--- config.mk ---
export PLATFORM = sky130hd
export DESIGN_NAME = card_deck_shuffle_deal
export DESIGN_NICKNAME = d
export VERILOG_FILES = /design/src/rtl/cdsd_pkg.sv /design/src/rtl/cdsd_mod.sv /design/src/rtl/cdsd_store.sv /design/src/rtl/card_deck_shuffle_deal.sv
export SDC_FILE = /design/constraint.sdc
export NUM_CORES = 1
export LEC_CHECK = 0
export ABC_AREA = 1
export BUFFER_PORTS_ARGS = -buffer_cell sky130_fd_sc_hd__buf_2
export CAP_MARGIN = 5
export CELL_PAD_IN_SITES_DETAIL_PLACEMENT = 0
export CELL_PAD_IN_SITES_GLOBAL_PLACEMENT = 2
export CORE_MARGIN = 5
export CORE_UTILIZATION = 39
export DETAILED_ROUTE_END_ITERATION = 10
export PLACE_DENSITY_LB_ADDON = 0.15
export SETUP_SLACK_MARGIN = 0.1
export SLEW_MARGIN = 20
export SYNTH_ARGS = -nofsm -noshare
export SYNTH_HDL_FRONTEND = slang
export SYNTH_SLANG_ARGS = --single-unit
export TNS_END_PERCENT = 100
--- constraint.sdc ---
create_clock -name clk -period 5.8 [get_ports clk]
set_clock_uncertainty 0.1 [all_clocks]
set_input_delay 0.29 -clock clk [delete_from_list [all_inputs] [get_ports clk]]
set_output_delay 0.29 -clock clk [all_outputs]
set_load 0.05 [all_outputs]
--- src/rtl/cdsd_pkg.sv ---
`timescale 1ns / 1ps

package cdsd_pkg;

  // default sizes and register values
  localparam int DECK_SIZE_DEF = 52;
  localparam int PASSES_DEF    = 25;

  // fixed field widths
  localparam int CODE_W  = 6;
  localparam int RAND_W  = 32;
  localparam int CMD_W   = 3;
  localparam int PASS_W  = 8;
  localparam int STAT_W  = 2;
  localparam int APB_AW  = 3;
  localparam int APB_DW  = 32;

  // commands
  localparam logic [CMD_W-1:0] CMD_NEW      = 3'd0;
  localparam logic [CMD_W-1:0] CMD_SHUFFLE  = 3'd1;
  localparam logic [CMD_W-1:0] CMD_DEAL     = 3'd2;
  localparam logic [CMD_W-1:0] CMD_READ     = 3'd3;
  localparam logic [CMD_W-1:0] CMD_VALIDATE = 3'd4;

  // status codes
  localparam logic [STAT_W-1:0] ST_OK      = 2'd0;
  localparam logic [STAT_W-1:0] ST_EMPTY   = 2'd1;
  localparam logic [STAT_W-1:0] ST_BAD_IDX = 2'd2;
  localparam logic [STAT_W-1:0] ST_DAMAGED = 2'd3;

  // register index, taken from the word address bit
  localparam logic REG_PASSES = 1'b0;

  // request from the sequencer to the deck store
  typedef struct packed {
    logic              clear;
    logic              we;
    logic [CODE_W-1:0] waddr;
    logic [CODE_W-1:0] wdata;
    logic [CODE_W-1:0] raddr_a;
    logic [CODE_W-1:0] raddr_b;
  } store_req_t;

endpackage

--- src/rtl/cdsd_mod.sv ---
`timescale 1ns / 1ps

module cdsd_mod #(
  parameter int DECK_SIZE = cdsd_pkg::DECK_SIZE_DEF
) (
  input  logic                                 clk,
  input  logic                                 rst,
  input  logic                                 start,
  input  logic [cdsd_pkg::RAND_W-1:0]          dividend,
  input  logic [$clog2(DECK_SIZE+1)-1:0]       divisor,
  output logic                                 busy,
  output logic                                 done,
  output logic [$clog2(DECK_SIZE)-1:0]         result
);

  localparam int DW   = $clog2(DECK_SIZE + 1);
  localparam int AW   = $clog2(DECK_SIZE);
  localparam int RW   = cdsd_pkg::RAND_W;
  localparam int CNTW = $clog2(RW);
  localparam logic [CNTW-1:0] LAST = CNTW'(RW - 1);

  logic [RW-1:0]   sh;
  logic [DW-1:0]   rem;
  logic [DW-1:0]   div_q;
  logic [CNTW-1:0] cnt;
  logic [DW:0]     trial;
  logic [DW:0]     diff;
  logic            ge;
  logic [DW-1:0]   rem_next;

  // one restoring step: shift in the next dividend bit, subtract if it fits
  always_comb begin
    trial    = {rem, sh[RW-1]};
    diff     = trial - {1'b0, div_q};
    ge       = trial >= {1'b0, div_q};
    rem_next = ge ? diff[DW-1:0] : trial[DW-1:0];
  end

  // payload registers
  always_ff @(posedge clk) begin
    if (start) begin
      sh    <= dividend;
      rem   <= '0;
      div_q <= divisor;
    end else if (busy) begin
      sh  <= {sh[RW-2:0], 1'b0};
      rem <= rem_next;
    end
  end

  // iteration control
  always_ff @(posedge clk) begin
    if (rst) begin
      busy <= 1'b0;
      done <= 1'b0;
      cnt  <= '0;
    end else begin
      done <= 1'b0;
      if (start) begin
        busy <= 1'b1;
        cnt  <= '0;
      end else if (busy) begin
        cnt <= cnt + 1'b1;
        if (cnt == LAST) begin
          busy <= 1'b0;
          done <= 1'b1;
        end
      end
    end
  end

  assign result = AW'(rem);

endmodule

--- src/rtl/cdsd_store.sv ---
`timescale 1ns / 1ps

module cdsd_store #(
  parameter int DECK_SIZE = cdsd_pkg::DECK_SIZE_DEF
) (
  input  logic                        clk,
  input  logic                        rst,
  input  cdsd_pkg::store_req_t        req,
  output logic [cdsd_pkg::CODE_W-1:0] rd_a,
  output logic [cdsd_pkg::CODE_W-1:0] rd_b
);

  localparam int AW = $clog2(DECK_SIZE);
  localparam int CW = cdsd_pkg::CODE_W;

  logic [CW-1:0]        mem [DECK_SIZE];
  logic [DECK_SIZE-1:0] written;
  logic [CW-1:0]        mem_a;
  logic [CW-1:0]        mem_b;
  logic                 hit_a;
  logic                 hit_b;
  logic [AW-1:0]        addr_a_q;
  logic [AW-1:0]        addr_b_q;

  // deck memory, one write and two registered reads
  always_ff @(posedge clk) begin
    if (req.we) begin
      mem[req.waddr[AW-1:0]] <= req.wdata;
    end
    mem_a    <= mem[req.raddr_a[AW-1:0]];
    mem_b    <= mem[req.raddr_b[AW-1:0]];
    hit_a    <= written[req.raddr_a[AW-1:0]];
    hit_b    <= written[req.raddr_b[AW-1:0]];
    addr_a_q <= req.raddr_a[AW-1:0];
    addr_b_q <= req.raddr_b[AW-1:0];
  end

  // written flags, an unwritten entry holds its ordered code
  always_ff @(posedge clk) begin
    if (rst) begin
      written <= '0;
    end else if (req.clear) begin
      written <= '0;
    end else if (req.we) begin
      written[req.waddr[AW-1:0]] <= 1'b1;
    end
  end

  assign rd_a = hit_a ? mem_a : CW'(addr_a_q);
  assign rd_b = hit_b ? mem_b : CW'(addr_b_q);

endmodule

--- src/rtl/card_deck_shuffle_deal.sv ---
`timescale 1ns / 1ps

// channel   direction  handshake            payload
// in        to block   in_valid / in_stall  cmd, random_word, card_position
// out       from block out_valid/out_stall  card_code, card_valid, status,
//                                           cards_remaining, shuffle_done
// config    to block   APB psel/penable     paddr, pwdata, prdata
//
// one item at a time; in_stall is high from acceptance until the result is loaded
// new deck, deal, read: EXEC, then a store read for deal and read, then FIN; shuffle
// step: EXEC, the 32-step remainder unit in MOD, two store writes, FIN; validate:
// one store read per cycle over the deck, then FIN
// a finished result waits in the output register while the next item is taken
// rst is synchronous; the deck reads as ordered after reset with no clearing pass

module card_deck_shuffle_deal #(
  parameter int DECK_SIZE = cdsd_pkg::DECK_SIZE_DEF
) (
  input  logic                          clk,
  input  logic                          rst,
  // input items
  input  logic                          in_valid,
  output logic                          in_stall,
  input  logic [cdsd_pkg::CMD_W-1:0]    cmd,
  input  logic [cdsd_pkg::RAND_W-1:0]   random_word,
  input  logic [cdsd_pkg::CODE_W-1:0]   card_position,
  // result items
  output logic                          out_valid,
  input  logic                          out_stall,
  output logic [cdsd_pkg::CODE_W-1:0]   card_code,
  output logic                          card_valid,
  output logic [cdsd_pkg::STAT_W-1:0]   status,
  output logic [cdsd_pkg::CODE_W-1:0]   cards_remaining,
  output logic                          shuffle_done,
  // configuration
  input  logic                          psel,
  input  logic                          penable,
  input  logic                          pwrite,
  input  logic [cdsd_pkg::APB_AW-1:0]   paddr,
  input  logic [cdsd_pkg::APB_DW-1:0]   pwdata,
  output logic [cdsd_pkg::APB_DW-1:0]   prdata,
  output logic                          pready
);

  localparam int AW = $clog2(DECK_SIZE);
  localparam int PW = $clog2(DECK_SIZE + 1);
  localparam int CW = cdsd_pkg::CODE_W;
  localparam int NW = cdsd_pkg::PASS_W;
  localparam int SW = cdsd_pkg::STAT_W;
  localparam int DWB = cdsd_pkg::APB_DW;
  localparam logic [PW-1:0] DECK_P = PW'(DECK_SIZE);

  localparam logic [3:0] S_IDLE    = 4'd0;
  localparam logic [3:0] S_EXEC    = 4'd1;
  localparam logic [3:0] S_RD_DEAL = 4'd2;
  localparam logic [3:0] S_RD_CARD = 4'd3;
  localparam logic [3:0] S_MOD     = 4'd4;
  localparam logic [3:0] S_SW_WA   = 4'd5;
  localparam logic [3:0] S_SW_WB   = 4'd6;
  localparam logic [3:0] S_VAL     = 4'd7;
  localparam logic [3:0] S_FIN     = 4'd8;

  logic [3:0]                   state;
  logic [cdsd_pkg::CMD_W-1:0]   cmd_q;
  logic [cdsd_pkg::RAND_W-1:0]  rnd_q;
  logic [CW-1:0]                pos_q;
  logic [NW-1:0]                shuffle_passes;
  logic [PW-1:0]                deal_pointer;
  logic [AW-1:0]                swap_cursor;
  logic [NW-1:0]                passes_left;
  logic                         shuffle_active;
  logic [AW-1:0]                i_q;
  logic [CW-1:0]                a_q;
  logic [CW-1:0]                b_q;
  logic [CW-1:0]                hold;
  logic [PW-1:0]                vk;
  logic                         vpend;
  logic                         damaged;
  logic [DECK_SIZE-1:0]         seen;
  logic [CW-1:0]                res_code;
  logic                         res_valid;
  logic [SW-1:0]                res_status;
  logic                         res_done;

  logic [PW-1:0]                remaining;
  logic [AW-1:0]                i_eff;
  logic [PW:0]                  a_sum;
  logic [PW-1:0]                b_sum;
  logic [NW-1:0]                pl_next;
  logic                         mod_start;
  logic [PW-1:0]                mod_div;
  logic                         mod_busy;
  logic                         mod_done;
  logic [AW-1:0]                mod_j;
  logic                         cfg_wr;
  logic                         out_load;
  cdsd_pkg::store_req_t         req;
  logic [CW-1:0]                rd_a;
  logic [CW-1:0]                rd_b;

  // configuration port
  assign pready = 1'b1;
  assign cfg_wr = psel && penable && pwrite && (paddr[2] == cdsd_pkg::REG_PASSES);
  assign prdata = (paddr[2] == cdsd_pkg::REG_PASSES) ? DWB'(shuffle_passes) : '0;

  always_ff @(posedge clk) begin
    if (rst) begin
      shuffle_passes <= NW'(cdsd_pkg::PASSES_DEF);
    end else if (cfg_wr) begin
      shuffle_passes <= pwdata[NW-1:0];
    end
  end

  // shuffle arithmetic helpers
  always_comb begin
    remaining = DECK_P - deal_pointer;
    i_eff     = shuffle_active ? swap_cursor : AW'(remaining - 1'b1);
    a_sum     = {1'b0, deal_pointer} + (PW+1)'(i_eff);
    b_sum     = deal_pointer + PW'(mod_j);
    pl_next   = passes_left - 1'b1;
    mod_div   = PW'(i_eff) + 1'b1;
    mod_start = (state == S_EXEC) && (cmd_q == cdsd_pkg::CMD_SHUFFLE) &&
                !(!shuffle_active && (remaining < PW'(2) || shuffle_passes == '0)) &&
                !(i_eff == '0 || a_sum >= (PW+1)'(DECK_SIZE));
  end

  // store requests per state
  always_comb begin
    req         = '0;
    req.raddr_a = a_q;
    req.raddr_b = b_q;
    case (state)
      S_EXEC: begin
        if (cmd_q == cdsd_pkg::CMD_NEW) begin
          req.clear = 1'b1;
        end else if (cmd_q == cdsd_pkg::CMD_DEAL) begin
          req.raddr_a = CW'(deal_pointer);
        end else if (cmd_q == cdsd_pkg::CMD_READ) begin
          req.raddr_a = pos_q;
        end
      end
      S_MOD: begin
        req.raddr_b = CW'(b_sum);
      end
      S_SW_WA: begin
        req.we    = 1'b1;
        req.waddr = a_q;
        req.wdata = rd_b;
      end
      S_SW_WB: begin
        req.we    = 1'b1;
        req.waddr = b_q;
        req.wdata = hold;
      end
      S_VAL: begin
        req.raddr_a = CW'(vk);
      end
      default: begin
      end
    endcase
  end

  assign in_stall = (state != S_IDLE);
  assign out_load = (state == S_FIN) && (!out_valid || !out_stall);

  // sequencer
  always_ff @(posedge clk) begin
    if (rst) begin
      state          <= S_IDLE;
      deal_pointer   <= '0;
      swap_cursor    <= '0;
      passes_left    <= '0;
      shuffle_active <= 1'b0;
    end else begin
      case (state)
        S_IDLE: begin
          if (in_valid) begin
            cmd_q <= cmd;
            rnd_q <= random_word;
            pos_q <= card_position;
            state <= S_EXEC;
          end
        end
        S_EXEC: begin
          res_code   <= '0;
          res_valid  <= 1'b0;
          res_status <= cdsd_pkg::ST_OK;
          res_done   <= 1'b0;
          state      <= S_FIN;
          case (cmd_q)
            cdsd_pkg::CMD_NEW: begin
              deal_pointer   <= '0;
              swap_cursor    <= '0;
              passes_left    <= '0;
              shuffle_active <= 1'b0;
            end
            cdsd_pkg::CMD_SHUFFLE: begin
              if (!shuffle_active && (remaining < PW'(2) || shuffle_passes == '0)) begin
                res_done <= 1'b1;
              end else begin
                if (!shuffle_active) begin
                  shuffle_active <= 1'b1;
                  passes_left    <= shuffle_passes;
                  swap_cursor    <= i_eff;
                end
                if (i_eff == '0 || a_sum >= (PW+1)'(DECK_SIZE)) begin
                  shuffle_active <= 1'b0;
                  res_done       <= 1'b1;
                end else begin
                  i_q   <= i_eff;
                  a_q   <= CW'(a_sum);
                  state <= S_MOD;
                end
              end
            end
            cdsd_pkg::CMD_DEAL: begin
              shuffle_active <= 1'b0;
              if (deal_pointer >= DECK_P) begin
                res_status <= cdsd_pkg::ST_EMPTY;
              end else begin
                state <= S_RD_DEAL;
              end
            end
            cdsd_pkg::CMD_READ: begin
              if (32'(pos_q) >= 32'(DECK_SIZE)) begin
                res_status <= cdsd_pkg::ST_BAD_IDX;
              end else begin
                state <= S_RD_CARD;
              end
            end
            cdsd_pkg::CMD_VALIDATE: begin
              seen    <= '0;
              vk      <= '0;
              vpend   <= 1'b0;
              damaged <= 1'b0;
              state   <= S_VAL;
            end
            default: begin
            end
          endcase
        end
        S_RD_DEAL: begin
          res_code     <= rd_a;
          res_valid    <= 1'b1;
          deal_pointer <= deal_pointer + 1'b1;
          state        <= S_FIN;
        end
        S_RD_CARD: begin
          res_code  <= rd_a;
          res_valid <= 1'b1;
          state     <= S_FIN;
        end
        S_MOD: begin
          if (mod_done) begin
            b_q   <= CW'(b_sum);
            state <= S_SW_WA;
          end
        end
        S_SW_WA: begin
          hold  <= rd_a;
          state <= S_SW_WB;
        end
        S_SW_WB: begin
          // advance the cursor, count a pass when it reaches zero
          if (i_q == AW'(1)) begin
            passes_left <= pl_next;
            if (pl_next == '0) begin
              shuffle_active <= 1'b0;
              res_done       <= 1'b1;
              swap_cursor    <= '0;
            end else begin
              swap_cursor <= AW'(remaining - 1'b1);
            end
          end else begin
            swap_cursor <= i_q - 1'b1;
          end
          state <= S_FIN;
        end
        S_VAL: begin
          // read one entry per cycle, check the one read the cycle before
          vpend <= (vk < DECK_P);
          if (vk < DECK_P) begin
            vk <= vk + 1'b1;
          end
          if (vpend) begin
            if (32'(rd_a) >= 32'(DECK_SIZE)) begin
              damaged <= 1'b1;
            end else begin
              if (seen[rd_a[AW-1:0]]) begin
                damaged <= 1'b1;
              end
              seen[rd_a[AW-1:0]] <= 1'b1;
            end
          end
          if (!vpend && vk == DECK_P) begin
            res_status <= damaged ? cdsd_pkg::ST_DAMAGED : cdsd_pkg::ST_OK;
            state      <= S_FIN;
          end
        end
        S_FIN: begin
          if (out_load) begin
            state <= S_IDLE;
          end
        end
        default: begin
          state <= S_IDLE;
        end
      endcase
    end
  end

  // output register
  always_ff @(posedge clk) begin
    if (rst) begin
      out_valid <= 1'b0;
    end else if (out_load) begin
      out_valid <= 1'b1;
    end else if (out_valid && !out_stall) begin
      out_valid <= 1'b0;
    end
  end

  always_ff @(posedge clk) begin
    if (out_load) begin
      card_code       <= res_code;
      card_valid      <= res_valid;
      status          <= res_status;
      shuffle_done    <= res_done;
      cards_remaining <= CW'(remaining);
    end
  end

  cdsd_mod #(
    .DECK_SIZE (DECK_SIZE)
  ) u_mod (
    .clk      (clk),
    .rst      (rst),
    .start    (mod_start),
    .dividend (rnd_q),
    .divisor  (mod_div),
    .busy     (mod_busy),
    .done     (mod_done),
    .result   (mod_j)
  );

  cdsd_store #(
    .DECK_SIZE (DECK_SIZE)
  ) u_store (
    .clk  (clk),
    .rst  (rst),
    .req  (req),
    .rd_a (rd_a),
    .rd_b (rd_b)
  );

`ifndef ASSERT_OFF
  a_busy_after_accept: assert property (@(posedge clk) disable iff (rst)
    in_valid && !in_stall |=> in_stall)
    else $error("block took an item but did not go busy");

  a_active_has_passes: assert property (@(posedge clk) disable iff (rst)
    shuffle_active |-> passes_left != '0)
    else $error("shuffle active with no passes left");

  a_deal_in_range: assert property (@(posedge clk) disable iff (rst)
    deal_pointer <= DECK_P)
    else $error("deal pointer past the deck");

  a_mod_in_range: assert property (@(posedge clk) disable iff (rst)
    mod_done |-> (mod_j <= i_q) && (state == S_MOD) && !mod_busy)
    else $error("swap partner outside the undealt range");

  a_result_from_fin: assert property (@(posedge clk) disable iff (rst)
    $rose(out_valid) |-> $past(state) == S_FIN)
    else $error("result loaded outside the finish state");
`endif

endmodule
==> summary.txt, run 1 <==
Worst setup path
  – Critical path, cell by cell: inv_1, ha_1, inv_1, nand2_1, nand2_1, nand2_1, nand2_1, nand2_1, nand3_1, nand2_1, ha_1, nand2_1, or2_2, nand3_1, nand2_1, nand2_1, nor2_1, nor2_1, nand4_1, nor2_4, buf_4, nor2_1, a31oi_1, inv_1
  – Worst setup EP type: flip-flop
  – Setup crit end: u_mod.result[2]$_SDFFE_PP0P_
  – CP top delay family: simple AND/OR/NAND/NOR gates
  – Reg2reg path depth: 24
  – Worst reg-to-reg setup slack: 1.29 ns
  – Worst EP arrival: 4.91 ns
  – Critical path type: flip-flop to flip-flop
  – R2r startpoint: deal_pointer[0]$_SDFFE_PP0P_
  – Largest stage delay on the critical path: 0.65 ns
  – Startpoint types: flip-flop
  – Critical-path top delay cell: dfxtp_1
  – Crit-path most repeated cell: nand2_1
  – Crit-path max FO: 39
  – Buffers plus inverters on the worst setup path: 4
  – Worst Path Required: 6.20 ns
  – FF-to-FF End: u_mod.result[2]$_SDFFE_PP0P_
  – Crit. Startpoint: deal_pointer[0]$_SDFFE_PP0P_
  – Critical Path Stages: 24

Power
  – Total power draw: 12.6 mW
  – Static Leak: 13.6 nW
  – PwrDens: 356 nW/um^2
  – Maximum VDD drop: 0.226 mV

Global route
  – GRT Util Overall: 0.228
  – Vias in the first global route: 25200
  – Global-route wire length before repair: 151000 um
  – Remaining Overflow, GRT: 0
  – Largest net degree at the start of global routing: 174
  – Antenna violations before repair: 0

Timing
  – WHS: 0.0682 ns
  – Fin crit share: 0.778
  – RSZ-0062 raised after global routing: no
  – Fmax: 222 MHz
  – Max-slew violation count: 0
  – Slew headroom: 0.220
  – Setup TNS Final: 0 ns
  – Worst-Margin Slew: 1.17 ns
  – Tmin final: 4.51 ns
  – Final Setup Violations: 0
  – Fin. Hold Viols: 0

Cells and area
  – Antenna diodes: 0
  – Area growth from synthesis to layout: 13.3%
  – Post-Layout Cell Count: 4638
  – Nets@finish: 3644
  – Layout cell share with drive strength beyond 1: 0.0839
  – Post-Layout Inst Area: 35300 um^2

Floorplan
  – Ports: 134
  – Core Box Area: 79100 um^2
  – Die ar.: 85700 um^2
  – Die H: 293 um
  – Row count: 103
  – Starting density of the core: 0.394
  – Die width: 293 um

Place
  – DP Cell Count: 4453
  – Port buffer count: 82
  – Dpl cell area: 32300 um^2
  – Placed wire-length estimate: 61900 um
  – GPL Wtd Cong: 0.846

Synthesis
  – Post-synthesis async set-or-reset flop share: 0
  – Mean Syn Cell Area: 9.00 um^2
  – Synth cell types: 54
  – Synth top area share: 0.483
  – Synth warn: 0
  – Cell Area, Synth: 31200 um^2
  – Most area-hungry cell type in the Yosys netlist: edfxtp_1
  – Flops & latches, synth: 626
  – Ranking of synthesized cells by area: edfxtp_1 (48%), dfxtp_1 (8.0%), nand2_1 (8.0%), nor2_1 (5.6%), nand3_1 (4.9%)
  – Sequential area share after synthesis: 0.563
  – Main synth FF type: edfxtp_1
  – Mapped Cells: 3463
  – Synth top cells by count: nand2_1 (664), edfxtp_1 (501), nor2_1 (461), inv_1 (355), nand3_1 (303)
  – Top-count cell post-synth: nand2_1
  – EDFF count, synth: 501

Clock tree
  – Clk sinks: 626
  – Later-pin clock latency in the skew report: 0.63 ns
  – CTS H-Tree Depth: 3
  – PostCTS Resize Cnt: 0
  – CTS tree: built
  – Clock transition at the registers of the reported paths: 0.06 ns
  – Root buffer cell: clkbuf_16
  – Cts bufs inserted: 74
  – Clock tree buffer depth: 3

Run status
  – Outcome: completed

Route
  – M1 WL: 44300 um
  – Pre-Repair DR Iteration Count: 7
  – Drt drc: 0
  – DR WL/cell: 21.6 um
  – Met3 wire len: 5500 um
  – DR WL met2: 47500 um
  – Vias/cell: 5.38
  – Vias: 25000
  – Iter 0 DRT Violations: 2238
  – Routed Antenna Nets: 0
  – Total Wirelength: 100000 um
  – Top sig layer: met4

Hold path
  – Hold crit path type: primary input to flip-flop
  – Hold_sp: rst

Run
  – Max Cap Viol: 0
## worst min path at each step
stage	cells past startpoint	to
finish	2	state[2]$_SDFFE_PP0P_
global route	2	out_valid$_SDFFE_PP0P_
CTS	6	state[2]$_SDFFE_PP0P_
detailed placement	0	card_code[0]$_DFFE_PP_
global placement	0	card_code[4]$_DFFE_PP_
floorplan	0	cmd_q[0]$_DFFE_PP_
## power breakdown
group | leakage [nW] | internal (mW) | switching (mW) | total (mW)
registers | 5.12 | 5.03 | 0.101 | 5.13
logic | 7.25 | 0.730 | 1.99 | 2.72
clock network | 1.21 | 2.85 | 1.87 | 4.72
## layer usage
| layer | global-route usage | up-vias |
|---|---|---|
| met3 | 0.0324 | 179 |
| met2 | 0.384 | 794 |
| met1 | 0.309 | 12000 |
| met4 | 0.0686 | 0 |
| li1 | - | 11900 |
| met5 | 0 | - |
## registers in the layout (all words and copies together) (netlist names), 8 cells and up
signal,cells
passes_left,8
shuffle_passes,8
u_store.mem,312
u_store.written,52
u_mod.sh,32
seen,52
rnd_q,32
## cell families after synthesis
logic type               after synthesis  synth area share
flip-flops                           626             0.563
XOR/XNOR                              26           0.00731
AND/OR/NAND/NOR                     1501             0.199
AO/OA/AOI/OAI                        686             0.133
buffers and inverters                590            0.0838
other                                  2          0.000241
adder cells (fa/ha/maj)               32            0.0136
## worst reg2reg max path: stages (launching register included)
cell     delay (ns)
dfxtp_1        0.65
inv_1          0.26
ha_1           0.30
inv_1          0.08
nand2_1        0.08
nand2_1        0.11
nand2_1        0.05
nand2_1        0.11
nand2_1        0.09
nand3_1        0.11
nand2_1        0.17
ha_1           0.40
nand2_1        0.08
or2_2          0.31
nand3_1        0.07
nand2_1        0.05
nand2_1        0.07
nor2_1         0.05
nor2_1         0.18
nand4_1        0.25
nor2_4         0.16
buf_4          0.39
nor2_1         0.09
a31oi_1        0.15
inv_1          0.05
## timing repair
item / CTS / global route
hold buffers: 50 / 0
setup buffers: 0 / 0
endpoints found under the hold margin: 51 / 0
## cell type report
cell class | count | area, um^2
clock buffer | 112 | 2240
tap | 1050 | 1310
fill | 7695 | 43800
sequential | 626 | 17500
clock inverter | 23 | 220
timing repair buffer | 182 | 1340
inverter | 375 | 1410
multi-input combinational | 2270 | 11200
## metrics by stage
step,setup slack (ns),util
after floorplan,1.41,-
after global placement,1.21,0.409
after detailed placement,1.23,0.409
after CTS,1.22,0.446
after global routing,0.808,0.446
final,1.29,0.446
## cells in the final DEF (no fill, tap or decap), types with 25 or more instances in the layout
master,count
inv_1,353
ha_1,29
buf_4,46
a21oi_1,149
nor3_1,25
nor2_1,459
o21ai_0,228
dfxtp_1,125
o211ai_1,122
conb_1,25
o21ai_1,38
o22ai_1,48
nand2_1,662
o221ai_1,56
nand3_1,303
edfxtp_1,501
buf_2,82
clkbuf_16,80
dlygate4sd3_1,50
No activity file was read; power rests on OpenSTA's default activity.
==> run 2: changes to the inputs <==
==> constraint.sdc (replaced) <==
create_clock -name clk -period 4.3 [get_ports clk]
set_clock_uncertainty 0.1 [all_clocks]
set_input_delay 0.215 -clock clk [delete_from_list [all_inputs] [get_ports clk]]
set_output_delay 0.215 -clock clk [all_outputs]
set_load 0.05 [all_outputs]
==> summary.txt, run 2 (same netlist as run 1, synthesis figures left out) <==
Run status
  – Outcome: completed

Cells and area
  – Area growth from synthesis to layout: 16.1%
  – Finished Core Util: 0.457 (+0.0109)
  – Nets@finish: 3720 (+2.1%)
  – Commonest non-fill, non-tap cell in the layout: nand2_1
  – Commonest cells after routing, fill and taps aside: nand2_1 (662), edfxtp_1 (501), nor2_1 (459)
  – Layout cell share with drive strength beyond 1: 0.103 (+0.0195)
  – Antenna diodes: 0 (unchanged)
  – Max reg flops: 312 (unchanged)

Floorplan
  – Die width: 293 um (unchanged)
  – Die H: 293 um (unchanged)
  – Starting density of the core: 0.394 (unchanged)
  – Row count: 103 (unchanged)
  – Ports: 134 (unchanged)
  – Die ar.: 85700 um^2 (unchanged)
  – Core Box Area: 79100 um^2 (unchanged)

Global route
  – Antenna violations before repair: 0 (unchanged)
  – GRT Util Overall: 0.230 (+0.00134)
  – Largest net degree at the start of global routing: 98 (-44%)
  – Vias in the first global route: 25000 (-0.74%)
  – Remaining Overflow, GRT: 0 (unchanged)
  – Global-route wire length before repair: 152000 um (+0.38%)

Route
  – Vias/cell: 5.41 (+0.51%)
  – DR WL met2: 47100 um (-0.77%)
  – Pre-Repair DR Iteration Count: 5 (-2)
  – Routed Antenna Nets: 0 (unchanged)
  – Vias: 25500 (+2.2%)
  – Total Wirelength: 101000 um (+1.0%)
  – Drt drc: 0 (unchanged)
  – Top sig layer: met4
  – M1 WL: 45300 um (+2.3%)
  – DR WL/cell: 21.4 um (-0.63%)
  – Met3 wire len: 6010 um (+9.1%)
  – Iter 0 DRT Violations: 2200 (-1.7%)

Clock tree
  – CTS tree: built
  – Later-pin clock latency in the skew report: 0.62 ns (about the same)
  – Clock tree buffer depth: 3 (unchanged)
  – Clk sinks: 626 (unchanged)
  – Root buffer cell: clkbuf_16
  – Cts bufs inserted: 74 (unchanged)
  – CTS H-Tree Depth: 3 (unchanged)
  – Clock transition at the registers of the reported paths: 0.06 ns (about the same)

Power
  – Maximum VDD drop: 0.373 mV (+65%)
  – Clock power share: 0.379 (+0.004)
  – P_int: 11.8 mW (+37%)
  – Sequential share of power: 0.402 (-0.006)
  – Static Leak: 14.1 nW (+3.6%)
  – Power share of the combinational group: 0.218 (about the same)
  – P_sw: 5.43 mW (+37%)
  – PwrDens: 477 nW/um^2 (+34%)
  – Switching fraction of total power: 0.315 (-0.000648)

Timing
  – Fmax: 263 MHz (+19%)
  – Tmin final: 3.80 ns (-0.709 ns)
  – Fin crit share: 0.884 (+0.106)
  – RSZ-0062 raised after global routing: yes
  – Worst-Margin Slew: 1.07 ns (-0.0945 ns)
  – Slew headroom: 0.281 (+0.0611)
  – Fin. Hold Viols: 0 (unchanged)
  – Final Setup Violations: 0 (unchanged)
  – Setup TNS Final: 0 ns (unchanged)
  – Max-slew violation count: 0 (unchanged)

Worst setup path
  – Startpoint types: flip-flop
  – Critical path type: flip-flop to flip-flop
  – Crit. Startpoint: deal_pointer[0]$_SDFFE_PP0P_
  – Crit-path max FO: 12 (-69%)
  – Worst EP arrival: 4.01 ns (-0.90 ns)
  – R2r startpoint: deal_pointer[0]$_SDFFE_PP0P_
  – Worst Path Required: 4.50 ns (-1.70 ns)
  – Worst setup EP type: flip-flop

Place
  – GPL Wtd Cong: 0.848 (+0.20%)
  – Port buffer count: 82 (unchanged)
  – Placed wire-length estimate: 64900 um (+4.8%)

Hold path
  – Hold crit path type: primary input to flip-flop
  – Hold_sp: in_valid

Run
  – Max Cap Viol: 0 (unchanged)
[run 2: cell types whose count changed in the layout (fill, tap and decap cells not counted), moves of 2 or more]
cell           change
clkinv_8           +4
clkinvlp_4         +6
clkbuf_1           -7
inv_6              -2
buf_12            +12
clkinv_2           +3
bufinv_16          +4
buf_4             +56
dlygate4sd3_1      +5
clkbuf_8           -9
[run 2: critical path: stages (launching register included)]
cell     delay [ns]
dfxtp_1        0.32
inv_1          0.05
ha_1           0.22
inv_1          0.08
nand2_1        0.10
nand2_1        0.10
nand2_1        0.05
nand2_1        0.12
nand2_1        0.09
nand3_1        0.11
nand2_1        0.17
ha_1           0.40
nand2_1        0.08
or2_2          0.31
nand3_1        0.07
nand2_1        0.05
nand2_1        0.07
nor2_1         0.05
nor2_1         0.17
nand4_1        0.20
nor2_4         0.16
inv_1          0.12
nor2_1         0.10
buf_4          0.21
[run 2: layer usage]
layer | up-vias | GRT usage
li1 | 12100 | -
met4 | 0 | 0.0683
met5 | - | 0
met3 | 162 | 0.0352
met2 | 824 | 0.378
met1 | 12400 | 0.317
[run 2: final timing paths]
check	cells after the start	slack [ns]	to
worst min register to register	0	0.32	shuffle_done$_DFFE_PP_
worst max register to register	23	0.50	a_q[1]$_DFFE_PP_
worst max-delay path	23	0.50	a_q[1]$_DFFE_PP_
worst min-delay path	6	0.05	state[2]$_SDFFE_PP0P_
[run 2: area by class of cell]
class                      count  area, um^2
inverter                     375        1410
sequential                   626       17500
clock buffer                  97        2120
multi-input combinational   2270       11200
fill                        7569       43000
timing repair buffer         258        2100
clock inverter                40         458
tap                         1050        1310
[run 2: timing repair]
action	4_1_cts	5_1_grt
hold endpoints to repair	61	0
hold buffers	55	0
setup endpoints to repair	0	25
gates resized for setup	0	4
buffers inserted	0	0
[run 2: through the flow]
stage,total power [mW],cells,hold WS (ns),setup slack (ns),area (um^2)
5_1_grt,18.0,4716,0.0874,0.0940,36200
3_5_place_dp,10.8,4523,0.293,0.453,33000
4_1_cts,17.4,4715,0.0108,0.441,36100
6_report,17.3,4716,0.0531,0.498,36200
3_3_place_gp,10.8,4523,0.291,0.438,33000
2_1_floorplan,9.50,3486,0.214,0.122,31300
[run 2: power by group through the flow]
| stage | Clock, mW | Sequential (mW) | Combinational (mW) |
|---|---|---|---|
| after floorplan | 0 | 7.01 | 2.49 |
| after global placement | 0 | 7.06 | 3.69 |
| after detailed placement | 0 | 7.06 | 3.71 |
| after CTS | 6.71 | 6.94 | 3.77 |
| after global routing | 6.97 | 6.96 | 4.12 |
| final | 6.55 | 6.94 | 3.77 |
